[config.mk]
export PLATFORM = sky130hd
export DESIGN_NAME = rwmf_ctrl
export DESIGN_NICKNAME = d
export VERILOG_FILES = /design/src/rwmf_pkg.sv /design/src/rwmf_ctrl.sv
export SDC_FILE = /design/constraint.sdc
export NUM_CORES = 1
export LEC_CHECK = 0
export BUFFER_PORTS_ARGS = -buffer_cell sky130_fd_sc_hd__buf_2
export CORE_AREA = 2 2 39 41
export DETAILED_ROUTE_END_ITERATION = 8
export DIE_AREA = 0 0 41 43
export HOLD_SLACK_MARGIN = 0.02
export PLACE_DENSITY = 0.38
export SLEW_MARGIN = 40
export SYNTH_ARGS = -nofsm -noshare
export SYNTH_HDL_FRONTEND = slang
export SYNTH_SLANG_ARGS = --single-unit
[constraint.sdc]
create_clock -name clk -period 1.5 [get_ports clk]
set_input_delay 0.45 -clock clk [delete_from_list [all_inputs] [get_ports clk]]
set_output_delay 0.45 -clock clk [all_outputs]
set_load 0.01 [all_outputs]
[src/rwmf_pkg.sv]
package rwmf_pkg;

    localparam int CFG_IDX_W = 2;
    localparam int CFG_DATA_W = 13;
    localparam int PIX_W = 8;
    localparam int ROW_W = 13;

    localparam logic [CFG_IDX_W-1:0] CFG_IMAGE_WIDTH = 2'd0;
    localparam logic [CFG_IDX_W-1:0] CFG_IMAGE_HEIGHT = 2'd1;
    localparam logic [CFG_IDX_W-1:0] CFG_WINDOW_RADIUS = 2'd2;

    typedef struct packed {
        logic accept;
        logic start;
        logic tap_read;
        logic tap_store;
        logic tap_step;
        logic sort_pass;
        logic emit;
    } cmd_t;

    typedef struct packed {
        logic emit_needed;
        logic tap_ok;
        logic tap_last;
        logic sort_done;
        logic out_free;
    } sts_t;

endpackage

[src/rwmf_ctrl.sv]
module rwmf_ctrl
    import rwmf_pkg::*;
(
    input  logic clk,
    input  logic rst_n,
    input  logic in_valid,
    output logic in_ready,
    input  sts_t sts,
    output cmd_t cmd
);

    localparam logic [2:0] S_IDLE = 3'd0;
    localparam logic [2:0] S_TAP_ADDR = 3'd1;
    localparam logic [2:0] S_TAP_DATA = 3'd2;
    localparam logic [2:0] S_SORT = 3'd3;
    localparam logic [2:0] S_RESULT = 3'd4;

    logic [2:0] state_reg;
    logic [2:0] state_next;

    always_ff @(posedge clk or negedge rst_n)
    begin
        if (!rst_n)
        begin
            state_reg <= S_IDLE;
        end
        else
        begin
            state_reg <= state_next;
        end
    end

    always_comb
    begin
        state_next = state_reg;
        cmd = '0;
        in_ready = 1'b0;
        unique case (state_reg)
            S_IDLE:
            begin
                in_ready = 1'b1;
                if (in_valid)
                begin
                    cmd.accept = 1'b1;
                    if (sts.emit_needed)
                    begin
                        cmd.start = 1'b1;
                        state_next = S_TAP_ADDR;
                    end
                end
            end
            S_TAP_ADDR:
            begin
                if (sts.tap_ok)
                begin
                    cmd.tap_read = 1'b1;
                    state_next = S_TAP_DATA;
                end
                else
                begin
                    cmd.tap_step = 1'b1;
                    if (sts.tap_last)
                    begin
                        state_next = S_SORT;
                    end
                end
            end
            S_TAP_DATA:
            begin
                cmd.tap_store = 1'b1;
                cmd.tap_step = 1'b1;
                state_next = sts.tap_last ? S_SORT : S_TAP_ADDR;
            end
            S_SORT:
            begin
                if (sts.sort_done)
                begin
                    state_next = S_RESULT;
                end
                else
                begin
                    cmd.sort_pass = 1'b1;
                end
            end
            S_RESULT:
            begin
                if (sts.out_free)
                begin
                    cmd.emit = 1'b1;
                    state_next = S_IDLE;
                end
            end
            default:
            begin
                state_next = S_IDLE;
            end
        endcase
    end

endmodule

Word-level counts from Yosys, hierarchy flattened
Index checks and enable logic that the tools add are counted.
{"block": "classes", "n_mul": 0, "n_reduce_logical": 2, "order_cmp": 0, "mux": 21, "n_addsub": 0, "div_mod_pow": 0, "eq_ne": 9, "n_shift": 0, "n_bitwise": 0}
{"operator": "two-way mux 3 bit", "count": 6}
{"operator": "case mux 3 bit (5 select lines)", "count": 1}
{"operator": "two-way mux 1 bit", "count": 10}
{"operator": "!= test 2 bit, second input constant", "count": 4}
{"operator": "equality test 3 x 2 -> 1 bit, second input constant", "count": 2}
{"operator": "two-way mux 2 bit", "count": 3}
{"operator": "AND reduction 5 bit", "count": 1}
{"operator": "equality test 3 x 1 -> 1 bit, second input constant", "count": 1}
{"operator": "equality test 3 bit, second input constant", "count": 1}
{"operator": "zero test 3 bit", "count": 1}
{"operator": "!= test 3 bit, second input constant", "count": 1}
{"operator": "case mux 1 bit (2 select lines)", "count": 1}
{"block": "totals", "latchBits": 0, "n_memories": 0, "rom_bits": 0, "mem_bits_rw": 0, "inputBits": 8, "reg_bits": 3, "output_inout_bits": 8}

Depth between registers and ports, before layout
{"block": "depth", "word_depth": 3, "ltp_mapped": 3, "depth_no_buf": 2}

Worst setup path before layout
No wires, ideal clock.
{"block": "synth_path", "path_type": "reg2out", "from": "register state_reg[0]", "to": "output cmd[5] (netlist name)", "path_buffers": 1, "arrival_time_ns": 1.160, "required_ns": 1.050, "slack_ns": -0.110, "path_stages_with_launch": 4, "cell_sequence": "dfrtp_1 -> buf_2 -> nor3_1 -> and3_1"}
{"item": "from (decl)", "line_no": "rwmf_ctrl.sv:18", "rtl": "logic [2:0] state_reg;"}
{"item": "from (signal assigned)", "line_no": "rwmf_ctrl.sv:29", "rtl": "state_reg <= state_next;"}
{"item": "to (decl)", "line_no": "rwmf_ctrl.sv:9", "rtl": "output cmd_t cmd"}

==> summary.md <==
| Metric | Value |
|---|---|
| Cell Pwr Density | `between 1500 and 2000 nW/um2` |
| CTS Buffer Depth | `2` |
| Worst-margin pin slew | `roughly 0.26 ns` |
| Worst path max stage delay | `approximately 0.40 ns` |
| Register bit total from synthesis | `3` |
| Crit path time final | `1.71 ns` |
| Mean post-synth cell area | `slightly below 9 um2` |
| Most frequent cells in the layout | `15 x buf_2, 6 x buf_4, 3 x and3_1, 3 x clkbuf_4` |
| Critical Path, Cell by Cell | `or3b_4 > a21oi_2 > buf_2` |
| Initial antenna violation count | `0` |
| Root Driver | `clkbuf_4` |
| RR Startpoint | `state_reg[0]` |
| WL/cell | `9.91 um` |
| Clock Skews | `0.00139 ns` |
| Worst R2R Path Depth | `3` |
| Post-DRT Antenna Nets | `0` |
| Endpoint class of the critical path | `output port` |
| DP Area | `approximately 370 um2` |
| Critical Path AT | `1.26 ns` |
| Post-DR vias/cell | `~4.3` |
| GP Congestion | `0.668` |
| MaxCap Viol Count | `0` |
| I/O pins | `16` |
| GRT overflow | `0` |
| Hold endpoint | `state_reg[0]` |
| Max reg flops | `3` |
| Row Count | `14` |
| Layout Cells excl Fill | `a little under 70` |
| Largest net degree at the start of global routing | `10` |
| Total core area | `1380 um2` |
| Part of the cycle the worst path needs | `114%` |
| CTS tree | `done` |
| DRT Pass-1 Iters | `2` |
| Die X-Extent | `a little over 40 um` |
| CP Class | `reg2out` |
| CP Launch Type | `flop` |
| R2R Path End | `state_reg[2]` |
| Ant diodes | `0` |
| Final setup fails | `8` |
| Crit path required time | `1.05 ns` |
| Die area | `approximately 1800 um2` |
| Total track usage | `9.46%` |
| H-tree levels | `1` |
| Die height | `about 43 um` |
| Synthesized area | `240 um2` |
| # placed instances | `61` |
| Synth warn | `0` |
| Failing checks | `setup timing` |
| Commonest non-fill, non-tap cell in the layout | `buf_2` |
| Port Buffers | `15` |
| Hold violation total from the final report | `0` |
| Hold Crit Start | `in_valid` |
| RSZ-0062 raised after global routing | `yes` |
| Worst R2R Setup Slack | `approximately 0.23 ns` |
| Top Family by Delay on Critical Path | `flip-flops` |
| Worst skew pair latency | `0.23 ns` |
| Fmax | `586 MHz` |
| Run status | `finished with violations` |
| Initial DRC count | `2` |
| Hpwl dp | `a little over 500 um` |
| Starting Density | `between 10% and 20%` |
| NumNets Final | `approximately 60` |
| Fill count | `about 150` |
| Static leakage | `around 0.00022 uW` |
| Post-synthesis sequential area ratio | `between 30 and 40%` |
| Cts bufs inserted | `3` |
| Max_slew headroom | `82.4%` |
| Area grow syn2layout | `82.3%` |
| CP max-delay cell | `dfrtp_1` |
| Fin worst setup slack | `-0.208 ns` |
| DRT Wirelength | `just under 700 um` |
| Worst vdd ir | `between 0.0005 and 0.0006 V` |
| Layout cell share with drive strength beyond 1 | `between 60 and 70%` |
| Post-route cell area | `around 440 um2` |
| Critical path peak fanout | `3` |
| Setup TNS after final layout | `-1.02 ns` |
| Hold Crit Class | `in2reg` |
| Max-slew violation count | `0` |
| First-pass GRT wire length | `1070 um` |
| Vias | `292` |
| Post-Place Setup Slack | `-0.161 ns` |
| Min-Delay Path Depth | `3` |
| Vias in the first global route | `~270` |
| Gate Count Post-Synth | `27` |
| Netlist cell types | `18` |
| DRC viols | `0` |
| Clk sink count | `3` |
| WP buf/inv | `1` |
| Clk slew on worst S/H paths | `about 0.04 ns` |
| Net Count, Synth | `35` |
-- report_power, final --
| group | internal [uW] | switching, uW |
|---|---|---|
| combinational | 294 | 237 |
| clock | 99.6 | 40.0 |
| sequential | 124 | 57.8 |
-- worst register-to-register path: stages, from the launching register on --
cell and delay (ns):
dfrtp_2 0.43, buf_4 0.17, or4b_1 0.51, o21ai_0 0.08
-- metal layers --
layer  track usage [%]  part of all wire (%)  vias to the layer above
met3              3.14                   6.1                        0
met5                 0                     0                        -
met4              8.00                     0                        0
li1                  -                     -                      148
met2              12.8                    52                       10
met1              11.3                    42                      134
-- cells by family (layout without fill, tap and decap cells) --
| kind of cell | after synthesis | in the layout | share of synthesized area [%] |
|---|---|---|---|
| AO/OA/AOI/OAI | 4 | 4 | 12.5 |
| AND/OR/NAND/NOR | 17 | 17 | 44.8 |
| flip-flops | 3 | 3 | 31.2 |
| multiplexers | 1 | 1 | 6.25 |
| buffers and inverters | 2 | 27 | 5.21 |
-- cell type report --
cell class	count	area, um2	share of cell area [%]
tap	16	20.0	4.57
multi-input combinational	22	173	39.4
clock buffer	4	26.3	6.00
sequential	3	77.6	17.7
timing repair buffer	23	141	32.3
-- how the worst max path moves through the flow --
stage | cells past startpoint | endpoint | startpoint
global route | 3 | cmd[2] | state_reg[0]
detailed placement | 4 | cmd[2] | sts[3]
floorplan | 3 | cmd[5] | state_reg[0]
CTS | 3 | cmd[2] | state_reg[0]
finish | 3 | cmd[2] | state_reg[1]
global placement | 4 | cmd[2] | sts[3]
-- timing repair --
item                                   in CTS  in global routing
endpoints found under the hold margin       3                  0
resized for setup                           2                  4
buffers inserted                            2                  0
setup endpoints to repair                   8                  8
pin swaps                                   1                  3
cloned                                      0                  0
hold buffers                                1                  0
-- synthesized netlist by cell type --
master	number	share of area (%)
buf_2	1	2.1
nor3_1	2	4.2
and3_1	3	7.8
o21ai_0	1	2.1
buf_4	1	3.1
mux2_4	1	6.2
a221oi_2	1	6.2
nand2b_1	2	5.2
or4b_1	1	4.2
and4bb_2	1	5.2
nor2_1	2	3.1
a21oi_1	2	4.2
dfrtp_1	3	31
nor3b_1	1	3.1
nand2_1	2	3.1
or3b_1	1	3.6
and2_1	1	2.6
nor4_1	1	2.6
-- stage by stage --
step	util, %	hold slack [ns]	total power, uW
finish	31.6	0.496	852
global route	31.6	0.513	915
CTS	30.7	0.497	819
detailed placement	26.7	0.246	637
global placement	26.7	0.243	629
floorplan	-	0.154	464
Note: power is estimated with default switching activity, not from simulation.
